### src/hdl/nm_sparsity_mask_builder_core_assert.svh
// Assertion macros for the N:M sparsity mask builder.
`ifndef NM_SPARSITY_MASK_BUILDER_CORE_ASSERT_SVH
`define NM_SPARSITY_MASK_BUILDER_CORE_ASSERT_SVH

// Condition holds at every clock edge out of reset.
`define NMSM_CHECK(lbl, cond, msg) \
	lbl: assert property (@(posedge clk) disable iff (!arst_n) (cond)) else $error(msg);

// Consequent holds in the same cycle as the antecedent.
`define NMSM_IMPLIES(lbl, ante, cons, msg) \
	lbl: assert property (@(posedge clk) disable iff (!arst_n) (ante) |-> (cons)) \
		else $error(msg);

// Consequent holds in the cycle after the antecedent.
`define NMSM_NEXT(lbl, ante, cons, msg) \
	lbl: assert property (@(posedge clk) disable iff (!arst_n) (ante) |=> (cons)) \
		else $error(msg);

`endif

### src/hdl/nmsm_pkg.sv
// Shared constants and types of the N:M sparsity mask builder.
package nmsm_pkg;

	localparam int MAX_GROUP_DEF = 16;
	localparam int WEIGHT_W      = 32;
	localparam int MAG_W         = 31;
	localparam int CFG_W         = 5;
	localparam int MASK_W        = 16;
	localparam int GLEN_W        = 5;
	localparam int ADDR_W        = 3;
	localparam int DATA_W        = 32;

	localparam logic [CFG_W-1:0] KEEP_COUNT_RST = 5'd2;
	localparam logic [CFG_W-1:0] GROUP_SIZE_RST = 5'd4;

	// register index, taken from the upper address bit
	localparam logic REG_KEEP_COUNT = 1'b0;
	localparam logic REG_GROUP_SIZE = 1'b1;

	// broadcast to every cell: shift the chain and the magnitude being ranked
	typedef struct packed {
		logic             shift;
		logic [MAG_W-1:0] mag;
	} cell_bus_t;

endpackage

### src/hdl/nmsm_weight_if.sv
// Weight input channel.
interface nmsm_weight_if;
	logic                         valid;
	logic                         ready;
	logic [nmsm_pkg::WEIGHT_W-1:0] weight_bits;
	logic                         row_end;

	modport source (output valid, weight_bits, row_end, input ready);
	modport sink (input valid, weight_bits, row_end, output ready);
endinterface

### src/hdl/nmsm_mask_if.sv
// Mask result channel.
interface nmsm_mask_if;
	logic                        valid;
	logic                        ready;
	logic [nmsm_pkg::MASK_W-1:0] keep_mask;
	logic [nmsm_pkg::GLEN_W-1:0] group_length;
	logic                        closes_row;

	modport source (output valid, keep_mask, group_length, closes_row, input ready);
	modport sink (input valid, keep_mask, group_length, closes_row, output ready);
endinterface

### src/hdl/nm_sparsity_mask_builder_core.sv
// Top level of the N:M sparsity mask builder.
// Takes one float32 weight per cycle and ranks its magnitude (bits 30:0, unsigned) against
// the weights already buffered in its group as it arrives; a chain of MAX_GROUP cells holds
// the group, newest first, each cell keeping how many group members beat it. A group closes
// when it holds group_size weights (at most MAX_GROUP) or at a row end. Its keep mask passes
// through the s1 registers into the output register, which it enters unless a finished mask
// still waits there untaken. Input runs at one weight per cycle; it stalls only while a
// finished mask waits untaken in the output register and the next group has already closed.
// Each arrival is compared with every buffered magnitude, one compare per cell; the results are
// registered and then counted. There is no clearing pass after reset.
module nm_sparsity_mask_builder_core #(
	parameter int MAX_GROUP = nmsm_pkg::MAX_GROUP_DEF
) (
	input  logic                          clk,
	input  logic                          arst_n,
	input  logic                          psel,
	input  logic                          penable,
	input  logic                          pwrite,
	input  logic [nmsm_pkg::ADDR_W-1:0]   paddr,
	input  logic [nmsm_pkg::DATA_W-1:0]   pwdata,
	output logic [nmsm_pkg::DATA_W-1:0]   prdata,
	output logic                          pready,
	nmsm_weight_if.sink                   wt,
	nmsm_mask_if.source                   mk
);

	localparam int CNT_W = $clog2(MAX_GROUP);
	localparam int LEN_W = $clog2(MAX_GROUP + 1);
	localparam int CMP_W = LEN_W + nmsm_pkg::CFG_W;

	logic [nmsm_pkg::CFG_W-1:0] keep_q;
	logic [nmsm_pkg::CFG_W-1:0] gsize_q;
	logic                       cfg_wr;

	logic                       accept;
	logic                       stall;
	logic                       take;
	logic [LEN_W-1:0]           fill_q;
	logic [LEN_W-1:0]           len_new;
	logic                       close_new;

	logic                       cls_s1;
	logic                       pend_s1;
	logic [LEN_W-1:0]           len_s1;
	logic                       row_s1;
	logic [MAX_GROUP-1:0]       gt_s1;

	logic [nmsm_pkg::MASK_W-1:0] mask_q;
	logic [nmsm_pkg::GLEN_W-1:0] glen_q;
	logic                        row_q;
	logic                        out_vld_q;

	nmsm_pkg::cell_bus_t        bus;
	logic [CNT_W-1:0]           pop;
	logic [CNT_W-1:0]           add0;
	logic [MAX_GROUP-1:0]       cmp_en;
	logic [MAX_GROUP-1:0]       gt;
	logic [MAX_GROUP-1:0]       kept;
	logic [MAX_GROUP-1:0]       mask_b;
	logic [nmsm_pkg::MASK_W-1:0] mask_d;
	logic [nmsm_pkg::MAG_W-1:0] mag      [MAX_GROUP];
	logic [CNT_W-1:0]           cnt_now  [MAX_GROUP];
	logic [CNT_W-1:0]           cnt_fwd  [MAX_GROUP];

	// configuration port
	assign pready = 1'b1;
	assign cfg_wr = psel && penable && pwrite && pready;

	always_ff @(posedge clk or negedge arst_n) begin
		if (!arst_n) begin
			keep_q  <= nmsm_pkg::KEEP_COUNT_RST;
			gsize_q <= nmsm_pkg::GROUP_SIZE_RST;
		end else if (cfg_wr) begin
			unique case (paddr[nmsm_pkg::ADDR_W-1])
				nmsm_pkg::REG_KEEP_COUNT: keep_q  <= pwdata[nmsm_pkg::CFG_W-1:0];
				nmsm_pkg::REG_GROUP_SIZE: gsize_q <= pwdata[nmsm_pkg::CFG_W-1:0];
				default: ;
			endcase
		end
	end

	always_comb begin
		unique case (paddr[nmsm_pkg::ADDR_W-1])
			nmsm_pkg::REG_KEEP_COUNT: prdata = nmsm_pkg::DATA_W'(keep_q);
			nmsm_pkg::REG_GROUP_SIZE: prdata = nmsm_pkg::DATA_W'(gsize_q);
			default:                  prdata = '0;
		endcase
	end

	// input side and group fill
	assign stall    = cls_s1 && out_vld_q && !mk.ready;
	assign take     = cls_s1 && !stall;
	assign wt.ready = !stall;
	assign accept   = wt.valid && wt.ready;
	assign len_new  = fill_q + LEN_W'(1);

	// group size zero acts as one, above MAX_GROUP saturates
	assign close_new = wt.row_end || (len_new == LEN_W'(MAX_GROUP)) ||
		(CMP_W'(len_new) >= CMP_W'(gsize_q));

	always_ff @(posedge clk or negedge arst_n) begin
		if (!arst_n) begin
			fill_q  <= '0;
			cls_s1  <= 1'b0;
			pend_s1 <= 1'b0;
		end else begin
			pend_s1 <= accept;
			if (accept) begin
				fill_q <= close_new ? '0 : len_new;
				cls_s1 <= close_new;
			end else if (take) begin
				cls_s1 <= 1'b0;
			end
		end
	end

	always_ff @(posedge clk) begin
		if (accept) begin
			len_s1 <= len_new;
			row_s1 <= wt.row_end;
			gt_s1  <= gt;
		end
	end

	// cell chain, cell 0 holds the newest weight
	assign bus.shift = accept;
	assign bus.mag   = wt.weight_bits[nmsm_pkg::MAG_W-1:0];
	// the newest entry picks up the count of older entries that beat it in the next cycle
	assign pop  = CNT_W'($countones(gt_s1));
	assign add0 = pend_s1 ? pop : '0;

	for (genvar k = 0; k < MAX_GROUP; k++) begin : g_cell
		logic [nmsm_pkg::MAG_W-1:0] prev_mag;
		logic [CNT_W-1:0]           prev_cnt;
		logic [CNT_W-1:0]           add;

		assign cmp_en[k] = accept && (LEN_W'(k) < fill_q);

		if (k == 0) begin : g_head
			assign prev_mag = bus.mag;
			assign prev_cnt = '0;
			assign add      = add0;
		end else begin : g_body
			assign prev_mag = mag[k-1];
			assign prev_cnt = cnt_fwd[k-1];
			assign add      = '0;
		end

		nmsm_cell #(
			.CNT_W (CNT_W)
		) u_cell (
			.clk      (clk),
			.bus      (bus),
			.cmp_en   (cmp_en[k]),
			.add      (add),
			.prev_mag (prev_mag),
			.prev_cnt (prev_cnt),
			.mag      (mag[k]),
			.cnt_now  (cnt_now[k]),
			.cnt_fwd  (cnt_fwd[k]),
			.gt       (gt[k])
		);

		assign kept[k] = nmsm_pkg::CFG_W'(cnt_now[k]) < keep_q;
	end

	// position i of the group sits in cell len-1-i
	for (genvar i = 0; i < MAX_GROUP; i++) begin : g_mask
		logic [LEN_W-1:0] sel;

		assign sel       = len_s1 - LEN_W'(i + 1);
		assign mask_b[i] = (LEN_W'(i) < len_s1) && kept[sel[CNT_W-1:0]];
	end

	for (genvar b = 0; b < nmsm_pkg::MASK_W; b++) begin : g_out_bit
		if (b < MAX_GROUP) begin : g_live
			assign mask_d[b] = mask_b[b];
		end else begin : g_zero
			assign mask_d[b] = 1'b0;
		end
	end

	// output register
	always_ff @(posedge clk or negedge arst_n) begin
		if (!arst_n) begin
			out_vld_q <= 1'b0;
		end else if (take) begin
			out_vld_q <= 1'b1;
		end else if (mk.ready) begin
			out_vld_q <= 1'b0;
		end
	end

	always_ff @(posedge clk) begin
		if (take) begin
			mask_q <= mask_d;
			glen_q <= nmsm_pkg::GLEN_W'(len_s1);
			row_q  <= row_s1;
		end
	end

	assign mk.valid        = out_vld_q;
	assign mk.keep_mask    = mask_q;
	assign mk.group_length = glen_q;
	assign mk.closes_row   = row_q;

`include "nm_sparsity_mask_builder_core_assert.svh"

	`NMSM_CHECK(a_fill_below_max, fill_q < LEN_W'(MAX_GROUP), "fill count reached group limit")
	`NMSM_NEXT(a_close_reaches_s1, accept && close_new, cls_s1, "closed group lost before output")
	`NMSM_IMPLIES(a_fill_tracks_len, pend_s1 && !cls_s1, fill_q == len_s1, "fill count out of step")
	`NMSM_NEXT(a_stall_holds_group, stall, cls_s1 && out_vld_q, "stalled group dropped")

endmodule

### src/hdl/nmsm_cell.sv
// One rank cell: holds a buffered magnitude and the count of group members that beat it.
module nmsm_cell #(
	parameter int CNT_W = 4
) (
	input  logic                          clk,
	input  nmsm_pkg::cell_bus_t           bus,
	input  logic                          cmp_en,
	input  logic [CNT_W-1:0]              add,
	input  logic [nmsm_pkg::MAG_W-1:0]    prev_mag,
	input  logic [CNT_W-1:0]              prev_cnt,
	output logic [nmsm_pkg::MAG_W-1:0]    mag,
	output logic [CNT_W-1:0]              cnt_now,
	output logic [CNT_W-1:0]              cnt_fwd,
	output logic                          gt
);

	logic [nmsm_pkg::MAG_W-1:0] mag_q;
	logic [CNT_W-1:0]           cnt_q;
	logic                       ge;

	// a later arrival beats this entry on a tie
	assign ge      = cmp_en && (bus.mag >= mag_q);
	assign gt      = cmp_en && (mag_q > bus.mag);
	assign cnt_now = cnt_q + add;
	assign cnt_fwd = cnt_now + CNT_W'(ge);
	assign mag     = mag_q;

	always_ff @(posedge clk) begin
		if (bus.shift) begin
			mag_q <= prev_mag;
			cnt_q <= prev_cnt;
		end else begin
			cnt_q <= cnt_now;
		end
	end

endmodule

### src/flat_wrapper.sv
// flat-port wrapper written by rule: the top's interface ports become plain ports
module nm_sparsity_mask_builder_core_flat 
#(
	parameter int MAX_GROUP = nmsm_pkg::MAX_GROUP_DEF
)
  (clk, arst_n, psel, penable, pwrite, paddr, pwdata, prdata, pready, wt_valid, wt_weight_bits, wt_row_end, wt_ready, mk_valid, mk_keep_mask, mk_group_length, mk_closes_row, mk_ready);
  nmsm_weight_if wt_i ();
  nmsm_mask_if mk_i ();
  input  logic clk;
  input  logic arst_n;
  input  logic psel;
  input  logic penable;
  input  logic pwrite;
  input  logic [nmsm_pkg::ADDR_W-1:0] paddr;
  input  logic [nmsm_pkg::DATA_W-1:0] pwdata;
  output logic [nmsm_pkg::DATA_W-1:0] prdata;
  output logic pready;
  input wire logic [$bits(wt_i.valid)-1:0] wt_valid;
  input wire logic [$bits(wt_i.weight_bits)-1:0] wt_weight_bits;
  input wire logic [$bits(wt_i.row_end)-1:0] wt_row_end;
  output wire logic [$bits(wt_i.ready)-1:0] wt_ready;
  output wire logic [$bits(mk_i.valid)-1:0] mk_valid;
  output wire logic [$bits(mk_i.keep_mask)-1:0] mk_keep_mask;
  output wire logic [$bits(mk_i.group_length)-1:0] mk_group_length;
  output wire logic [$bits(mk_i.closes_row)-1:0] mk_closes_row;
  input wire logic [$bits(mk_i.ready)-1:0] mk_ready;
  assign wt_i.valid = wt_valid;
  assign wt_i.weight_bits = wt_weight_bits;
  assign wt_i.row_end = wt_row_end;
  assign wt_ready = wt_i.ready;
  assign mk_valid = mk_i.valid;
  assign mk_keep_mask = mk_i.keep_mask;
  assign mk_group_length = mk_i.group_length;
  assign mk_closes_row = mk_i.closes_row;
  assign mk_i.ready = mk_ready;
  nm_sparsity_mask_builder_core #(.MAX_GROUP(MAX_GROUP)) u_core (.clk(clk), .arst_n(arst_n), .psel(psel), .penable(penable), .pwrite(pwrite), .paddr(paddr), .pwdata(pwdata), .prdata(prdata), .pready(pready), .wt(wt_i), .mk(mk_i));
endmodule
### config.mk
export PLATFORM = sky130hd
export DESIGN_NAME = nm_sparsity_mask_builder_core_flat
export DESIGN_NICKNAME = d
export VERILOG_FILES = /design/src/hdl/nmsm_pkg.sv /design/src/hdl/nmsm_weight_if.sv /design/src/hdl/nmsm_mask_if.sv /design/src/hdl/nm_sparsity_mask_builder_core.sv /design/src/hdl/nmsm_cell.sv /design/src/flat_wrapper.sv
export VERILOG_INCLUDE_DIRS = /design/src /design/src/hdl
export SDC_FILE = /design/constraint.sdc
export NUM_CORES = 1
export LEC_CHECK = 0
export BUFFER_PORTS_ARGS = -buffer_cell sky130_fd_sc_hd__buf_2
export CAP_MARGIN = 10
export CORE_MARGIN = 3
export CORE_UTILIZATION = 60
export CTS_BUF_LIST = sky130_fd_sc_hd__clkbuf_4 sky130_fd_sc_hd__clkbuf_8 sky130_fd_sc_hd__clkbuf_16
export DETAILED_ROUTE_END_ITERATION = 10
export GPL_ROUTABILITY_DRIVEN = 0
export PLACE_DENSITY = 0.77
export REMOVE_ABC_BUFFERS = 1
export SLEW_MARGIN = 40
export SYNTH_ARGS = -nofsm -noshare
export SYNTH_HDL_FRONTEND = slang
export SYNTH_SLANG_ARGS = --single-unit
### constraint.sdc
create_clock -name clk -period 22.6 [get_ports clk]
set_input_delay 3.39 -clock clk [delete_from_list [all_inputs] [get_ports clk]]
set_output_delay 3.39 -clock clk [all_outputs]
set_load 0.02 [all_outputs]
# After elaboration in Yosys (flattened, before gate mapping)
# Index checks and enable logic that the tools add are counted.
# totals
reg_bits	622
output_inout_bits	57
# classes
bitwise_logic	1
n_reduce_logical	77
muxes	39
order_cmp	96
addsub	48
eq_ne	1
# ops
cell	n
> comparator 31 bit	16
greater-or-equal comparator 31 bit	15
less-than comparator 4 x 5 -> 1 bit	16
less-than comparator 4 x 5 -> 1 bit, first input constant	16
less-than comparator 4 x 5 -> 1 bit, second input constant	16
logical AND 1 bit	69
binary-select mux 1 bit (select 4 bit)	16
case mux 32 bit (2 select lines)	1
adder 4 x 1 -> 4 bit	15
less-than comparator 3 x 5 -> 1 bit, first input constant	8
adder 4 bit	8
subtractor 4 bit, second input constant	8
less-than comparator 1 x 5 -> 1 bit, first input constant	4
less-than comparator 2 x 5 -> 1 bit, first input constant	4
two-way mux 1 bit	20
adder 1 x 1 -> 2 bit	8
subtractor 4 x 3 -> 4 bit, second input constant	4
subtractor 4 x 1 -> 4 bit, second input constant	2
subtractor 4 x 2 -> 4 bit, second input constant	2
adder 5 x 1 -> 5 bit, second input constant	1
== test 5 bit, second input constant	1
greater-or-equal comparator 5 bit	1
two-way mux 5 bit	1
two-way mux 4 bit	1
other kinds (5)	9

# Logic depth before layout (Yosys ltp)
# logic_depth
depth_word	10
ltp_mapped	24
mapped_depth_nobuf	24

# Cells and area by module
# From an unflattened synthesis, not the netlist that was laid out.
# unflattened
cells_unflattened	3199
area_unflattened_um2	37526.0
# by_module_without_submodules
mod	n_inst	cells_per_inst	area_per_inst_um2
nmsm_cell (u_core.g_cell[0].u_cell ...)	15	166	2008.2
nm_sparsity_mask_builder_core	1	539	5390.2
nmsm_cell (u_core.g_cell[7].u_cell)	1	170	2013.2

# Worst setup path after synthesis
# Ideal clock, no wire load.
# synth_timing
kind	input port to flip-flop
start	input mk_ready
end	register u_core.gt_s1[1], data pin
n_path_buf	1
required_time_ns	22.326
arrival_time_ns	21.555
setup_time_ns	0.274
path_stages	5
slack_ns	0.771
path_cell_list	nand3b_1 > nand2_1 > inv_1 > clkbuf_1 > and4_1
# synth_between
elab_chain_len	6
# synth_lines
element	line	rtl
start: declaration	flat_wrapper.sv:26	input wire logic [$bits(mk_i.ready)-1:0] mk_ready;
zero test 1 bit	nm_sparsity_mask_builder_core.sv:91	assign stall = cls_s1 && out_vld_q && !mk.ready;
logical AND 1 bit	nm_sparsity_mask_builder_core.sv:91	
zero test 1 bit	nm_sparsity_mask_builder_core.sv:93	assign wt.ready = !stall;
logical AND 1 bit	nm_sparsity_mask_builder_core.sv:94	assign accept = wt.valid && wt.ready;
named net u_core.accept	nm_sparsity_mask_builder_core.sv:35	logic accept;
logical AND 1 bit	nm_sparsity_mask_builder_core.sv:137	assign cmp_en[k] = accept && (LEN_W'(k) < fill_q);
logical AND 1 bit	nmsm_cell.sv:23	assign gt = cmp_en && (mag_q > bus.mag);
named net u_core.g_cell[1].u_cell.gt	nmsm_cell.sv:14	output logic gt
end signal: assignment	nm_sparsity_mask_builder_core.sv:121	gt_s1 <= gt;
end: declaration	nm_sparsity_mask_builder_core.sv:46	logic [MAX_GROUP-1:0] gt_s1;
# The timed path passes the listed nets, and every way through them passes these cells.
# A chain may end at the register's enable or synchronous reset.

# Worst setup path after layout
# layout_timing
start	input paddr[2] in the netlist's numbering
end	output prdata[4] in the netlist's numbering
# layout_between
elab_chain_len	2
# layout_lines
element	line	rtl
start: declaration	flat_wrapper.sv:14	input logic [nmsm_pkg::ADDR_W-1:0] paddr;
NOT 1 bit	nm_sparsity_mask_builder_core.sv:83	unique case (paddr[nmsm_pkg::ADDR_W-1])
case mux 32 bit (2 select lines) (*)	nm_sparsity_mask_builder_core.sv:83	
end: declaration	flat_wrapper.sv:16	output logic [nmsm_pkg::DATA_W-1:0] prdata;
# Every way passes the cells marked *; elsewhere a longest branch is shown, timed or not. The select of a mux whose other input is x is not followed.

==> metrics.yaml <==
layout:
  drive_gt1_frac: 0.0799
  multi_input_area_um2: 14700
  finalNonFillerCells: 3784
  postLayoutCoreUtil: 0.669
  fill_cells: 4066
  final_cell_mix: "ha_1 (601), edfxtp_1 (600), inv_1 (506)"
  layout_commonest_cell: "ha_1"
  seq_area_um2: 18600
  area_growth_pct: 9.70
  fin_nets: 3657
drt:
  post_drt_wl_per_cell_um: 22.0
  antenna_left: 0
  drt_iter0_drc: 1651
  routed_wl_um: 83100
  via_per_inst: 6.03
  drc: 0
  vias: 22800
  firstDrtPassIters: 5
sta:
  rsz0062_at_grt: "false"
  min_period_over_period: 0.330
  worst_slack_ns: 15.14
  max_freq_mhz: 134
  finalSetupViolCount: 0
  fin_crit_ns: 7.46
  finalHoldViolations: 0
  finClkSkew_ns: 0.0206
  final_max_slew_viol_count: 0
  relSlewSlack: 0.374
  worst_pin_slew_ns: 0.931
  finalSetupTns_ns: 0
power_and_ir_drop:
  ir_worst_vdd_mv: 0.0723
  power.total_mw: 3.47
  leakagePower_nw: 18.1
  powerDensity_nw_per_um2: 89.6
die:
  die_h_um: 249
  initial_core_util: 0.609
  dieArea_um2: 61800
  io_pins: 132
  core_area_um2: 57900
  die_w_um: 249
  fp-row-count: 88
cts:
  clk_pin_slew_ns: 0.06
  clk_latency_ns: 0.61
  cts_sinks: 622
  postCtsSetupBuffers: 0
  cts_tree: "built"
  cts-buffers-inserted: 68
  clock_path_buffers: 3
  cts_resized: 0
  cts_root_buf: "clkbuf_16"
  hold_buffers: 0
  ctsHtreeMaxLevel: 3
synthesis:
  yosysUniqueCellTypes: 73
  netlist_instances: 2833
  mappedNetlistArea_um2: 35300
  synth.area.mux_share: 0.0167
  ys_seq_area_frac: 0.526
  synth_fa_ha_area_frac: 0.220
  async_flop_share: 0.0289
  synthTopCellsByArea: "edfxtp_1 (51%), ha_1 (21%), inv_1 (5.4%)"
  synthSimpleGateAreaFrac: 0.0581
  synth_compound_area_frac: 0.107
  syn_area_per_cell_um2: 12.5
  synth_edf_count: 600
  yosys_warnings: 0
  synth_area_leader_cell: "edfxtp_1"
  synth_top_area_frac: 0.510
  synth_ff_type: "edfxtp_1"
  synth_xor_area_frac: 0.0104
  synth_top_family_by_area: "adder cells"
  ys_ff_latch: 622
setup_path:
  crit_slowest_cell: "mux2_2"
  critical_path_class: "in -> out"
  arrival_ns: 4.07
  critPathMaxFanout: 11
  cp_cell_sequence: "buf_2 > mux2_2 > buf_2"
  cp_common_cell: "buf_2"
  startpoint_type: "input port"
  cp-end-kind: "primary output"
  rr_worst_depth: 24
  critPathMaxStageDelay_ns: 0.35
  crit_required_ns: 19.21
place:
  dp_hpwl_um: 60500
  dp_cells: 3663
  place_ws_ns: 14.80
  portBuffers: 73
global_route:
  track_usage: 0.269
  grt_pass1_vias: 23500
  antenna_found_initial: 1
  overflow: 0
  grt_pass1_wl_um: 129000
  grt_max_degree: 123
hold_path:
  whs_path_depth: 0
  min_path_type: "reg -> reg"
job:
  cap_violations: 0
outcome:
  outcome: "completed"
[per-layer routing]
metal | vias to the layer above | track usage | part of all wire
met2 | 733 | 0.454 | 0.49
met1 | 11300 | 0.334 | 0.39
met4 | 0 | 0.143 | 0.058
met5 | - | 0 | 0
li1 | 10600 | - | -
met3 | 231 | 0.0416 | 0.062
[final cells by class]
| type | instances | share of cell area |
|---|---|---|
| antenna | 1 | 0.0000646 |
| timing repair buffer | 83 | 0.0131 |
| multi-input combinational | 1684 | 0.379 |
| clock inverter | 38 | 0.00659 |
| inverter | 510 | 0.0497 |
| tap | 765 | 0.0247 |
| sequential | 622 | 0.479 |
| clock buffer | 81 | 0.0478 |
[cell usage after synthesis, types with 13 or more instances]
master,n
ha_1,601
edfxtp_1,600
inv_1,507
a21o_1,201
a21oi_1,161
nand4_1,108
o21ai_0,89
nor2_1,77
nand2_1,45
nand3_1,38
nor2b_1,31
buf_4,30
nor3_1,29
xnor2_1,26
o21a_1,25
mux2i_1,18
dfrtp_1,16
xor2_1,16
o211ai_1,13
[critical path: cells and delay by family]
family	cells	cell delay, ns
multiplexers	1	0.35
buffers and inverters	2	0.34
[through the flow]
step                hold slack, ns  area (um^2)
global placement             0.409        36500
floorplan                    0.400        35100
global route                 0.436        38700
CTS                          0.422        38700
finish                       0.420        38700
detailed placement           0.408        36600
[cells by family after synthesis]
family	count (synthesis)
other cells	2
fa+ha+maj	613
mux	42
simple gates	384
compound gates	575
buf+inv	553
flops	622
xor+xnor	42
[worst paths after layout]
path	end	start	slack (ns)
worst max-delay path	prdata[4]	paddr[2]	15.14
worst min-delay path	u_core.mk.closes_row	u_core.row_s1	0.42
worst max register to register	u_core.mk.keep_mask[1]	u_core.gt_s1[15]	15.87
worst min register to register	u_core.mk.closes_row	u_core.row_s1	0.42
max in group asynchronous	u_core.gsize_q[2]	arst_n	19.51
min in group asynchronous	u_core.fill_q[0]	arst_n	2.74
[sequential cells by signal, summed over array words and instances (netlist names)]
| register | count |
|---|---|
| u_core.fill_q | 5 |
| u_core.g_cell.u_cell.mag | 496 |
| u_core.g_cell.u_cell.cnt_q | 64 |
| u_core.mk.valid | 1 |
| u_core.gt_s1 | 16 |
| u_core.row_s1 | 1 |
| u_core.mk.keep_mask | 16 |
| u_core.mk.closes_row | 1 |
| u_core.len_s1 | 5 |
| u_core.cls_s1 | 1 |
| u_core.keep_q | 5 |
| u_core.pend_s1 | 1 |
| u_core.gsize_q | 5 |
| u_core.mk.group_length | 5 |
[power breakdown]
group	internal [mW]	total [mW]	switching, mW
Clock	0.608	1.07	0.459
Sequential	1.46	1.56	0.0957
Combinational	0.342	0.844	0.502
Total	2.41	3.47	1.06
Power figures use the tool's default switching activity.
